===== config.mk =====
export PLATFORM = sky130hd
export DESIGN_NAME = pps_front
export DESIGN_NICKNAME = d
export VERILOG_FILES = /design/src/rtl/pps_pkg.sv /design/src/rtl/pps_front.sv
export SDC_FILE = /design/constraint.sdc
export NUM_CORES = 1
export LEC_CHECK = 0
export BUFFER_PORTS_ARGS = -buffer_cell sky130_fd_sc_hd__buf_2
export CAP_MARGIN = 40
export CORE_ASPECT_RATIO = 2
export CORE_UTILIZATION = 30
export DETAILED_ROUTE_END_ITERATION = 8
export PLACE_DENSITY_LB_ADDON = 0.15
export SYNTH_ARGS = -nofsm -noshare
export SYNTH_HDL_FRONTEND = slang
export SYNTH_SLANG_ARGS = --single-unit

===== constraint.sdc =====
create_clock -name vclk -period 5.97
set_input_delay 0.597 -clock vclk [all_inputs]
set_output_delay 0.597 -clock vclk [all_outputs]
set_load 0.005 [all_outputs]

===== src/rtl/pps_pkg.sv =====
package pps_pkg;

    localparam int DEFAULT_SET_CAPACITY = 256;
    localparam int KEY_WIDTH = 64;
    localparam int QUEUE_DEPTH = 2;

    localparam logic [15:0] CHANNEL_MAX = 16'hFFFF;
    localparam logic [15:0] CHANNEL_ZERO = 16'h0000;

    localparam logic [4:0] DEPTH_1 = 5'd1;
    localparam logic [4:0] DEPTH_2 = 5'd2;
    localparam logic [4:0] DEPTH_4 = 5'd4;
    localparam logic [4:0] DEPTH_8 = 5'd8;
    localparam logic [4:0] DEPTH_16 = 5'd16;

    localparam logic [31:0] COUNT_MAX = 32'hFFFF_FFFF;

    typedef struct packed {
        logic [15:0] red;
        logic [15:0] green;
        logic [15:0] blue;
        logic [15:0] alpha;
        logic        last_pixel;
    } pixel_t;

    typedef struct packed {
        logic        has_color;
        logic [31:0] transparent_count;
        logic [31:0] semitransparent_count;
        logic [4:0]  needed_depth;
        logic [8:0]  distinct_colors;
        logic        set_overflow;
    } result_t;

    typedef struct packed {
        logic [KEY_WIDTH-1:0] key;
        logic                 transparent;
        logic                 semitransparent;
        logic                 colored;
        logic [4:0]           depth;
        logic                 last_pixel;
    } entry_t;

    typedef struct packed {
        logic push;
        logic full;
    } push_ctl_t;

    typedef struct packed {
        logic pop;
        logic not_empty;
    } pop_ctl_t;

    typedef enum logic [1:0] {
        BK_IDLE,
        BK_SCAN,
        BK_FINISH
    } back_state_t;

    function automatic logic [4:0] channel_depth(input logic [15:0] v);
        logic [4:0] d;
        if (v == CHANNEL_ZERO || v == CHANNEL_MAX) begin
            d = DEPTH_1;
        end
        else if (v[15:8] != v[7:0]) begin
            d = DEPTH_16;
        end
        else if (v[15:4] != v[11:0]) begin
            d = DEPTH_8;
        end
        else if (v[15:2] != v[13:0]) begin
            d = DEPTH_4;
        end
        else if (v[15:1] != v[14:0]) begin
            d = DEPTH_2;
        end
        else begin
            d = DEPTH_1;
        end
        return d;
    endfunction

    function automatic logic [4:0] depth_max(input logic [4:0] a, input logic [4:0] b);
        return (a > b) ? a : b;
    endfunction

endpackage


===== src/rtl/pps_front.sv =====
module pps_front (
    input  pps_pkg::pixel_t    pixel,
    input  logic               pixel_valid,
    output logic               pixel_stall,
    output pps_pkg::push_ctl_t push_ctl_out,
    input  logic               queue_full,
    output pps_pkg::entry_t    entry
);

    logic       transparent;
    logic [4:0] depth_rg;
    logic [4:0] depth_all;

    always_comb
    begin
        transparent = (pixel.alpha == pps_pkg::CHANNEL_ZERO);
        depth_rg    = pps_pkg::depth_max(pps_pkg::channel_depth(pixel.red),
                                         pps_pkg::channel_depth(pixel.green));
        depth_all   = pps_pkg::depth_max(depth_rg, pps_pkg::channel_depth(pixel.blue));

        entry.transparent     = transparent;
        entry.semitransparent = !transparent && (pixel.alpha != pps_pkg::CHANNEL_MAX);
        entry.colored         = !transparent &&
                                ((pixel.red != pixel.green) || (pixel.green != pixel.blue));
        entry.depth           = transparent ? pps_pkg::DEPTH_1 : depth_all;
        entry.last_pixel      = pixel.last_pixel;
        entry.key             = transparent ? '0 :
                                {pixel.alpha, pixel.blue, pixel.green, pixel.red};
    end

    assign pixel_stall       = queue_full;
    assign push_ctl_out.push = pixel_valid && !queue_full;
    assign push_ctl_out.full = queue_full;

endmodule


==> metrics.md <==
| Metric | Value |
|---|---|
| Cell taking the most area after synthesis | `ha_1` |
| Most frequent cell after synthesis | `nor2_1` |
| Final instance area | `3990 sq um` |
| Die height | `149 microns` |
| Worst-Margin Slew | `0.491 ns` |
| Ports | `143` |
| Worst-path fanout max | `9` |
| Count of cell types in the netlist | `50` |
| Critical Path Source | `pixel[40]` |
| Synth cell count leaders | `nor2_1, ha_1, inv_1, xnor2_1, nor3_1` |
| Setup Viol. Count Final | `0` |
| Peak supply drop | `0.0310 mV` |
| Wire per inst | `19.7 microns` |
| Total gr overflow | `0` |
| Fin nets | `725` |
| 1st-iter DRT viols | `210` |
| Antenna violations before repair | `0` |
| Fin Hold WS | `1.19 ns` |
| Comb pwr share | `100.0%` |
| Status | `completed` |
| Max-cap violation count | `0` |
| Setup WS pre-CTS | `0.348 ns` |
| Most area-consuming cells after synthesis | `ha_1, xnor2_1, nor2_1, nor3_1, inv_1` |
| Top Family by Delay on Critical Path | `compound AO/OA/AOI/OAI gates` |
| Critical Path RT | `5.37 ns` |
| Diodes inserted | `0` |
| Die area | `11300 sq um` |
| Row count | `53` |
| Crit path time final | `5.63 ns` |
| Max stage delay on crit path | `0.49 ns` |
| Share of layout cells above drive strength 1 | `28.6%` |
| Sequential cell count | `0` |
| Sequential share of the synthesized area | `0%` |
| Port bufs | `141` |
| Area after DPL | `3980 sq um` |
| Seq. cell area | `0 sq um` |
| Starting Density | `30.9%` |
| Post-synth net total | `630` |
| Period utilisation layout | `94.3%` |
| Slew Limit Fails | `0` |
| Final WL | `14500 microns` |
| Leak | `1.88 nW` |
| Hold Path Class | `input pin to output pin` |
| Yosys warns | `0` |
| CLK BUF | `0` |
| Worst path cell trace | `buf_2 > inv_1 > ha_1 > nor4_1 > nand4_1 > or4_1 > o21ai_1 > ha_1 > a32oi_1 > mux2i_2 > ha_1 > nor2b_1 > o21a_1 > o21a_1 > o21a_1 > o22ai_2 > mux2i_1 > nor2_1 > buf_2` |
| P_int | `0.0000950 W` |
| Largest net degree at the start of global routing | `43` |
| Mapped Cells | `505` |
| Pwr per Cell Area | `59.0 nW/um^2` |
| Clk pwr share | `0%` |
| Share of Yosys cell area claimed by the top area cell type | `22.2%` |
| Switch share | `59.6%` |
| First-pass GRT wire length | `21600 microns` |
| Hold path start | `pixel[0]` |
| Via count | `4051` |
| Critical Path End Type | `output pin` |
| Chip Width | `75.7 microns` |
| Slew Limit Headroom | `66.8%` |
| Post-detail-place hpwl | `12200 microns` |
| CTS Hold Bufs | `0` |
| First-pass detailed-route iteration total | `5` |
| Setup TNS | `0 ns` |
| Area growth syn-to-layout | `22.2%` |
| CP max-delay cell | `or4_1` |
| Buf/Inv on CP | `3` |
| Final WS setup | `0.343 ns` |
| Remaining DRCs | `0` |
| RSZ-0062 raised after global routing | `false` |
| Core area | `10500 sq um` |
| Mean area per synthesized cell | `6.46 sq um` |
| Antenna viol nets, final | `0` |
| Final hold vios | `0` |
| Fmax | `178 MHz` |
| Startpoint Class | `input pin` |
| Routability cong. | `1.00` |
| Worst Path Class, Setup | `input pin to output pin` |
| WP data arrival | `5.03 ns` |
| Post-Syn Area | `3260 sq um` |
| Reported net switching power | `0.000140 W` |
| Post-Route Utilization | `37.8%` |
| Vias in the first global route | `4011` |
| Vias per cell | `5.51` |
| Sequential share of power | `0%` |
| GRT Total Usage | `25.7%` |
[metrics by stage]
stage | instances | power, W
finish | 735 | 0.000235
global route | 735 | 0.000255
CTS | 735 | 0.000234
detailed placement | 735 | 0.000233
global placement | 734 | 0.000232
floorplan | 505 | 0.000137
[cell type report]
class | count | area (sq um)
fillers | 1168 | 6560
multi-input cells | 388 | 2770
repair buffers | 158 | 846
inverters | 52 | 195
well taps | 137 | 171
[metal layers]
metal / share of wire (%) / vias to the layer above / GRT usage, % / wire, microns
li1: - / 1921 / - / -
met1: 37 / 1880 / 27.5 / 5350
met2: 52 / 197 / 46.8 / 7600
met3: 4.0 / 53 / 1.48 / 578
met4: 6.7 / 0 / 15.2 / 974
met5: 0 / - / 0 / 0
[layout by cell type (no fill, tap or decap), types with 3 or more instances in the layout]
cell type,n
nor3_1,46
nand4_1,30
xnor2_1,50
nor4_1,20
xor2_1,5
inv_1,52
or4_1,4
ha_1,58
o22ai_1,13
nand3_1,11
and2_1,4
nor2b_1,3
nand2b_1,3
a21oi_1,5
nand2_1,8
buf_2,141
buf_4,16
o21ai_0,6
o21ai_1,4
nor2_1,67
and3_1,13
o21a_1,4
[worst paths after layout]
kind / endpoint / depth (start not counted)
hold / removal: entry[0] / 0
setup / recovery: entry[2] / 19
[what timing repair did]
item	in CTS	in global routing
resized for setup	0	1
endpoints found under the setup margin	0	3
setup buffers	0	0
[power groups by stage]
stage	clock network, W	registers, W	logic, W
after CTS	0	0	0.000234
final	0	0	0.000235
after global placement	0	0	0.000232
after detailed placement	0	0	0.000233
after global routing	0	0	0.000255
after floorplan	0	0	0.000137
[kinds of logic after synthesis]
kind of cell               synth area share (%)
muxes                                      1.04
buffers and inverters                      15.2
xor gates and xnor gates                   14.8
and+or+nand+nor                            36.2
AOI/OAI and AO/OA                          10.5
adders and majority gates                  22.2
Power figures use the tool's default switching activity.
