[config.mk]
export PLATFORM = sky130hd
export DESIGN_NAME = pps_queue
export DESIGN_NICKNAME = d
export VERILOG_FILES = /design/src/rtl/pps_pkg.sv /design/src/rtl/pps_queue.sv
export SDC_FILE = /design/constraint.sdc
export NUM_CORES = 1
export LEC_CHECK = 0
export ABC_AREA = 1
export BUFFER_PORTS_ARGS = -buffer_cell sky130_fd_sc_hd__buf_4
export CAP_MARGIN = 25
export CORE_MARGIN = 2
export CORE_UTILIZATION = 49
export CTS_BUF_LIST = sky130_fd_sc_hd__clkbuf_2 sky130_fd_sc_hd__clkbuf_4 sky130_fd_sc_hd__clkbuf_8
export CTS_CLUSTER_SIZE = 25
export DETAILED_ROUTE_END_ITERATION = 12
export PLACE_DENSITY = 0.79
export SYNTH_ARGS = -nofsm -noshare
export SYNTH_HDL_FRONTEND = slang
export SYNTH_SLANG_ARGS = --single-unit
[constraint.sdc]
create_clock -name clk -period 4.4 [get_ports clk]
set_clock_uncertainty 0.15 [all_clocks]
set_input_delay 0.88 -clock clk [delete_from_list [all_inputs] [get_ports clk]]
set_output_delay 0.88 -clock clk [all_outputs]
set_load 0.005 [all_outputs]
[src/rtl/pps_pkg.sv]
package pps_pkg;

    localparam int DEFAULT_SET_CAPACITY = 256;
    localparam int KEY_WIDTH = 64;
    localparam int QUEUE_DEPTH = 2;

    localparam logic [15:0] CHANNEL_MAX = 16'hFFFF;
    localparam logic [15:0] CHANNEL_ZERO = 16'h0000;

    localparam logic [4:0] DEPTH_1 = 5'd1;
    localparam logic [4:0] DEPTH_2 = 5'd2;
    localparam logic [4:0] DEPTH_4 = 5'd4;
    localparam logic [4:0] DEPTH_8 = 5'd8;
    localparam logic [4:0] DEPTH_16 = 5'd16;

    localparam logic [31:0] COUNT_MAX = 32'hFFFF_FFFF;

    typedef struct packed {
        logic [15:0] red;
        logic [15:0] green;
        logic [15:0] blue;
        logic [15:0] alpha;
        logic        last_pixel;
    } pixel_t;

    typedef struct packed {
        logic        has_color;
        logic [31:0] transparent_count;
        logic [31:0] semitransparent_count;
        logic [4:0]  needed_depth;
        logic [8:0]  distinct_colors;
        logic        set_overflow;
    } result_t;

    typedef struct packed {
        logic [KEY_WIDTH-1:0] key;
        logic                 transparent;
        logic                 semitransparent;
        logic                 colored;
        logic [4:0]           depth;
        logic                 last_pixel;
    } entry_t;

    typedef struct packed {
        logic push;
        logic full;
    } push_ctl_t;

    typedef struct packed {
        logic pop;
        logic not_empty;
    } pop_ctl_t;

    typedef enum logic [1:0] {
        BK_IDLE,
        BK_SCAN,
        BK_FINISH
    } back_state_t;

    function automatic logic [4:0] channel_depth(input logic [15:0] v);
        logic [4:0] d;
        if (v == CHANNEL_ZERO || v == CHANNEL_MAX) begin
            d = DEPTH_1;
        end
        else if (v[15:8] != v[7:0]) begin
            d = DEPTH_16;
        end
        else if (v[15:4] != v[11:0]) begin
            d = DEPTH_8;
        end
        else if (v[15:2] != v[13:0]) begin
            d = DEPTH_4;
        end
        else if (v[15:1] != v[14:0]) begin
            d = DEPTH_2;
        end
        else begin
            d = DEPTH_1;
        end
        return d;
    endfunction

    function automatic logic [4:0] depth_max(input logic [4:0] a, input logic [4:0] b);
        return (a > b) ? a : b;
    endfunction

endpackage

[src/rtl/pps_queue.sv]
module pps_queue (
    input  logic               clk,
    input  logic               rst_n,
    input  pps_pkg::push_ctl_t push_ctl_in,
    input  pps_pkg::entry_t    entry_in,
    output logic               full,
    input  logic               pop,
    output pps_pkg::pop_ctl_t  pop_ctl_out,
    output pps_pkg::entry_t    entry_out
);

    localparam int PW = (pps_pkg::QUEUE_DEPTH > 1) ? $clog2(pps_pkg::QUEUE_DEPTH) : 1;
    localparam int CW = $clog2(pps_pkg::QUEUE_DEPTH + 1);

    pps_pkg::entry_t slot_reg [pps_pkg::QUEUE_DEPTH];
    logic [PW-1:0]   wr_ptr_reg;
    logic [PW-1:0]   wr_ptr_next;
    logic [PW-1:0]   rd_ptr_reg;
    logic [PW-1:0]   rd_ptr_next;
    logic [CW-1:0]   count_reg;
    logic [CW-1:0]   count_next;
    logic            do_push;
    logic            do_pop;

    assign full     = (count_reg == CW'(pps_pkg::QUEUE_DEPTH));
    assign do_push  = push_ctl_in.push && !push_ctl_in.full;
    assign do_pop   = pop && (count_reg != '0);

    assign pop_ctl_out.pop       = do_pop;
    assign pop_ctl_out.not_empty = (count_reg != '0);
    assign entry_out             = slot_reg[rd_ptr_reg];

    always_comb
    begin
        wr_ptr_next = wr_ptr_reg;
        rd_ptr_next = rd_ptr_reg;
        count_next  = count_reg;
        if (do_push)
        begin
            wr_ptr_next = (wr_ptr_reg == PW'(pps_pkg::QUEUE_DEPTH - 1)) ? '0 : wr_ptr_reg + 1'b1;
        end
        if (do_pop)
        begin
            rd_ptr_next = (rd_ptr_reg == PW'(pps_pkg::QUEUE_DEPTH - 1)) ? '0 : rd_ptr_reg + 1'b1;
        end
        if (do_push && !do_pop)
        begin
            count_next = count_reg + 1'b1;
        end
        else if (do_pop && !do_push)
        begin
            count_next = count_reg - 1'b1;
        end
    end

    always_ff @(posedge clk or negedge rst_n)
    begin
        if (!rst_n)
        begin
            wr_ptr_reg <= '0;
            rd_ptr_reg <= '0;
            count_reg  <= '0;
        end
        else
        begin
            wr_ptr_reg <= wr_ptr_next;
            rd_ptr_reg <= rd_ptr_next;
            count_reg  <= count_next;
        end
    end

    always_ff @(posedge clk)
    begin
        if (do_push)
        begin
            slot_reg[wr_ptr_reg] <= entry_in;
        end
    end

endmodule

==> reports/results.ini <==
[outcome]
status=completed

[power_and_ir_drop]
seq_power_share_pct=43.0
pwr-share-clk_pct=27.3
ir_worst_vdd_mv=0.290
internal_power_mw=2.99
comb_power_share_pct=29.7
power-per-cell-area_nw_per_um2=574
swShare_pct=28.5
power_mw=4.18
leakage_nw=3.12
power_switching_mw=1.19

[yosys]
yosys.area.top_type=edfxtp_1
synth_area_leaders=edfxtp_1 79%, nand2_1 16%, dfrtp_1 1.8%
synth_seq_area_share_pct=80.9
syn_nets=492
ys.warnings.count=0
syn-cell-area_um2=5540
yosysUniqueCellTypes=13
synth.ff_latch_count=150
yosysTopAreaCellShare_pct=79.1
synth_edf_count=146
synth_common_cells=229 x nand2_1, 146 x edfxtp_1, 10 x buf_4, 8 x inv_1, 7 x buf_2
ys.flop_type=edfxtp_1
synthCells=413
post-synth-top-count-cell=nand2_1
synthArstFlopShare_pct=2.67
synth.avg_cell_area_um2=13.4

[global_routing]
grt_usage_pct=16.7
grt_max_degree=75
grt_pass1_vias=3238
top_usage_layer=met2
overflow=0
antenna_found_initial=0
use_met2_pct=27.8
met1_usage_pct=19.7
grt_pass1_wl_mm=14.8
grtUsageMet3_pct=5.94

[worst_setup_path]
critPathCaptureType=output pin
r2r_cells=3
worst-endpoint-arrival_ns=1.88
cp-start-kind=flip-flop
r2r_setup_slack_ns=2.37
worstSetupPathType=flip-flop to output pin
required_ns=3.37
crit_fanout=39
reg2reg_from=wr_ptr_reg
endpoint=entry_out[42]
r2r_end=slot_reg[1][6]
crit_start=rd_ptr_reg

[placement]
postPlaceCellArea_um2=6840
dp_slack_ns=1.62
place.gp.congestion=0.773
io_buffers=153
dp_hpwl_mm=6.55

[clocking]
cts_buffers=17
clkTransAtPathRegs_ns=0.07
root_buffer=clkbuf_8
cts_max_level=4
hold_buffers=0
cts-resized-gates=0
cts_tree=done
cts_setup_buffers=0
cts.sinks=150
clk_latency_ns=0.41
clk_path_buf_depth=2

[final_layout]
drive_above_1_share_pct=32.8
area_growth_pct=31.4
insertedDiodeCount=0
fin_area_um2=7280
nNetsFinal=651
largest_register_ff_count=146

[timing]
rsz0062_at_grt=false
slew_violations=0
finalWorstSetupSlack_ns=1.49
max_freq_ghz=0.344
setup_viol=0
hold_violations=0
max_slew_margin_pct=42.4
tightest_slew_ns=0.862
period_needed_ns=2.91
finalCritPeriodShare_pct=66.1
hold_slack_ns=0.0932

[routing]
dr.pass1.iters=4
drt_iter0_markers=171
wirelength_mm=10.1
wl_per_cell_um=14.0
antenna_left=0
drc=0
vias=3478
via_per_inst=4.81

[floorplanning]
die_h_um=110
fp.coreArea_um2=10900
core.rowCount=38
start_util_pct=50.7
io_pins=154
die_x_um=110
die_area_um2=12200

[min_path]
hp-class=input port to async pin

[job]
maxCapViolations=0

## critical path: stages, from the launching register on
cell,delay [ns]
dfrtp_2,0.41
inv_2,0.47
buf_12,0.28
nand2_1,0.07
nand2_1,0.10
buf_4,0.12
## worst min path at each step
stage	slack, ns	cells past startpoint	startpoint	to
2_1_floorplan	0.29	2	count_reg[1]	count_reg[1]
3_3_place_gp	0.31	2	count_reg[1]	count_reg[1]
3_5_place_dp	0.32	2	count_reg[1]	count_reg[1]
4_1_cts	0.06	1	rst_n	count_reg[1]
5_1_grt	0.05	1	rst_n	rd_ptr_reg
6_report	0.09	1	rst_n	count_reg[1]
## cell type report
cell class,count,area (um2)
Sequential cell,150,4490
Tap cell,140,175
Timing Repair Buffer,157,1220
Fill cell,800,3660
Clock inverter,13,208
Multi-Input combinational cell,237,927
Inverter,9,33.8
Clock buffer,17,234
## cell usage in the layout (no fill, tap or decap), types with 2 or more instances in the layout
master	count
nand2_1	229
clkinv_4	4
clkinv_2	3
edfxtp_1	146
bufinv_16	5
dfrtp_1	3
buf_4	154
nor2_4	2
buf_12	3
clkbuf_8	17
inv_1	8
## metrics by stage
step,util (%),instances,TNS (ns)
floorplan,-,413,-47.11
global placement,62.3,692,0
detailed placement,62.5,693,0
CTS,66.6,723,0
global route,66.6,723,0
finish,66.6,723,0
## power by group through the flow
| stage | clock network [mW] | registers [mW] | logic [mW] |
|---|---|---|---|
| final | 1.14 | 1.80 | 1.24 |
| after global routing | 1.22 | 1.81 | 1.38 |
| after CTS | 1.16 | 1.80 | 1.27 |
| after detailed placement | 0 | 1.83 | 1.27 |
| after global placement | 0 | 1.82 | 1.23 |
| after floorplan | 0 | 1.84 | 0.631 |
## kinds of logic after synthesis
family,synth area share [%]
fa+ha+maj,0.226
simple gates,15.9
flops,80.9
buf+inv,2.60
xor+xnor,0.316
## per-layer routing
layer	routed length (um)	vias to the layer above
met5	0	-
met4	159	0
met3	826	10
met2	5110	140
met1	4000	1631
li1	-	1697
Note: power is estimated with default switching activity, not from simulation.
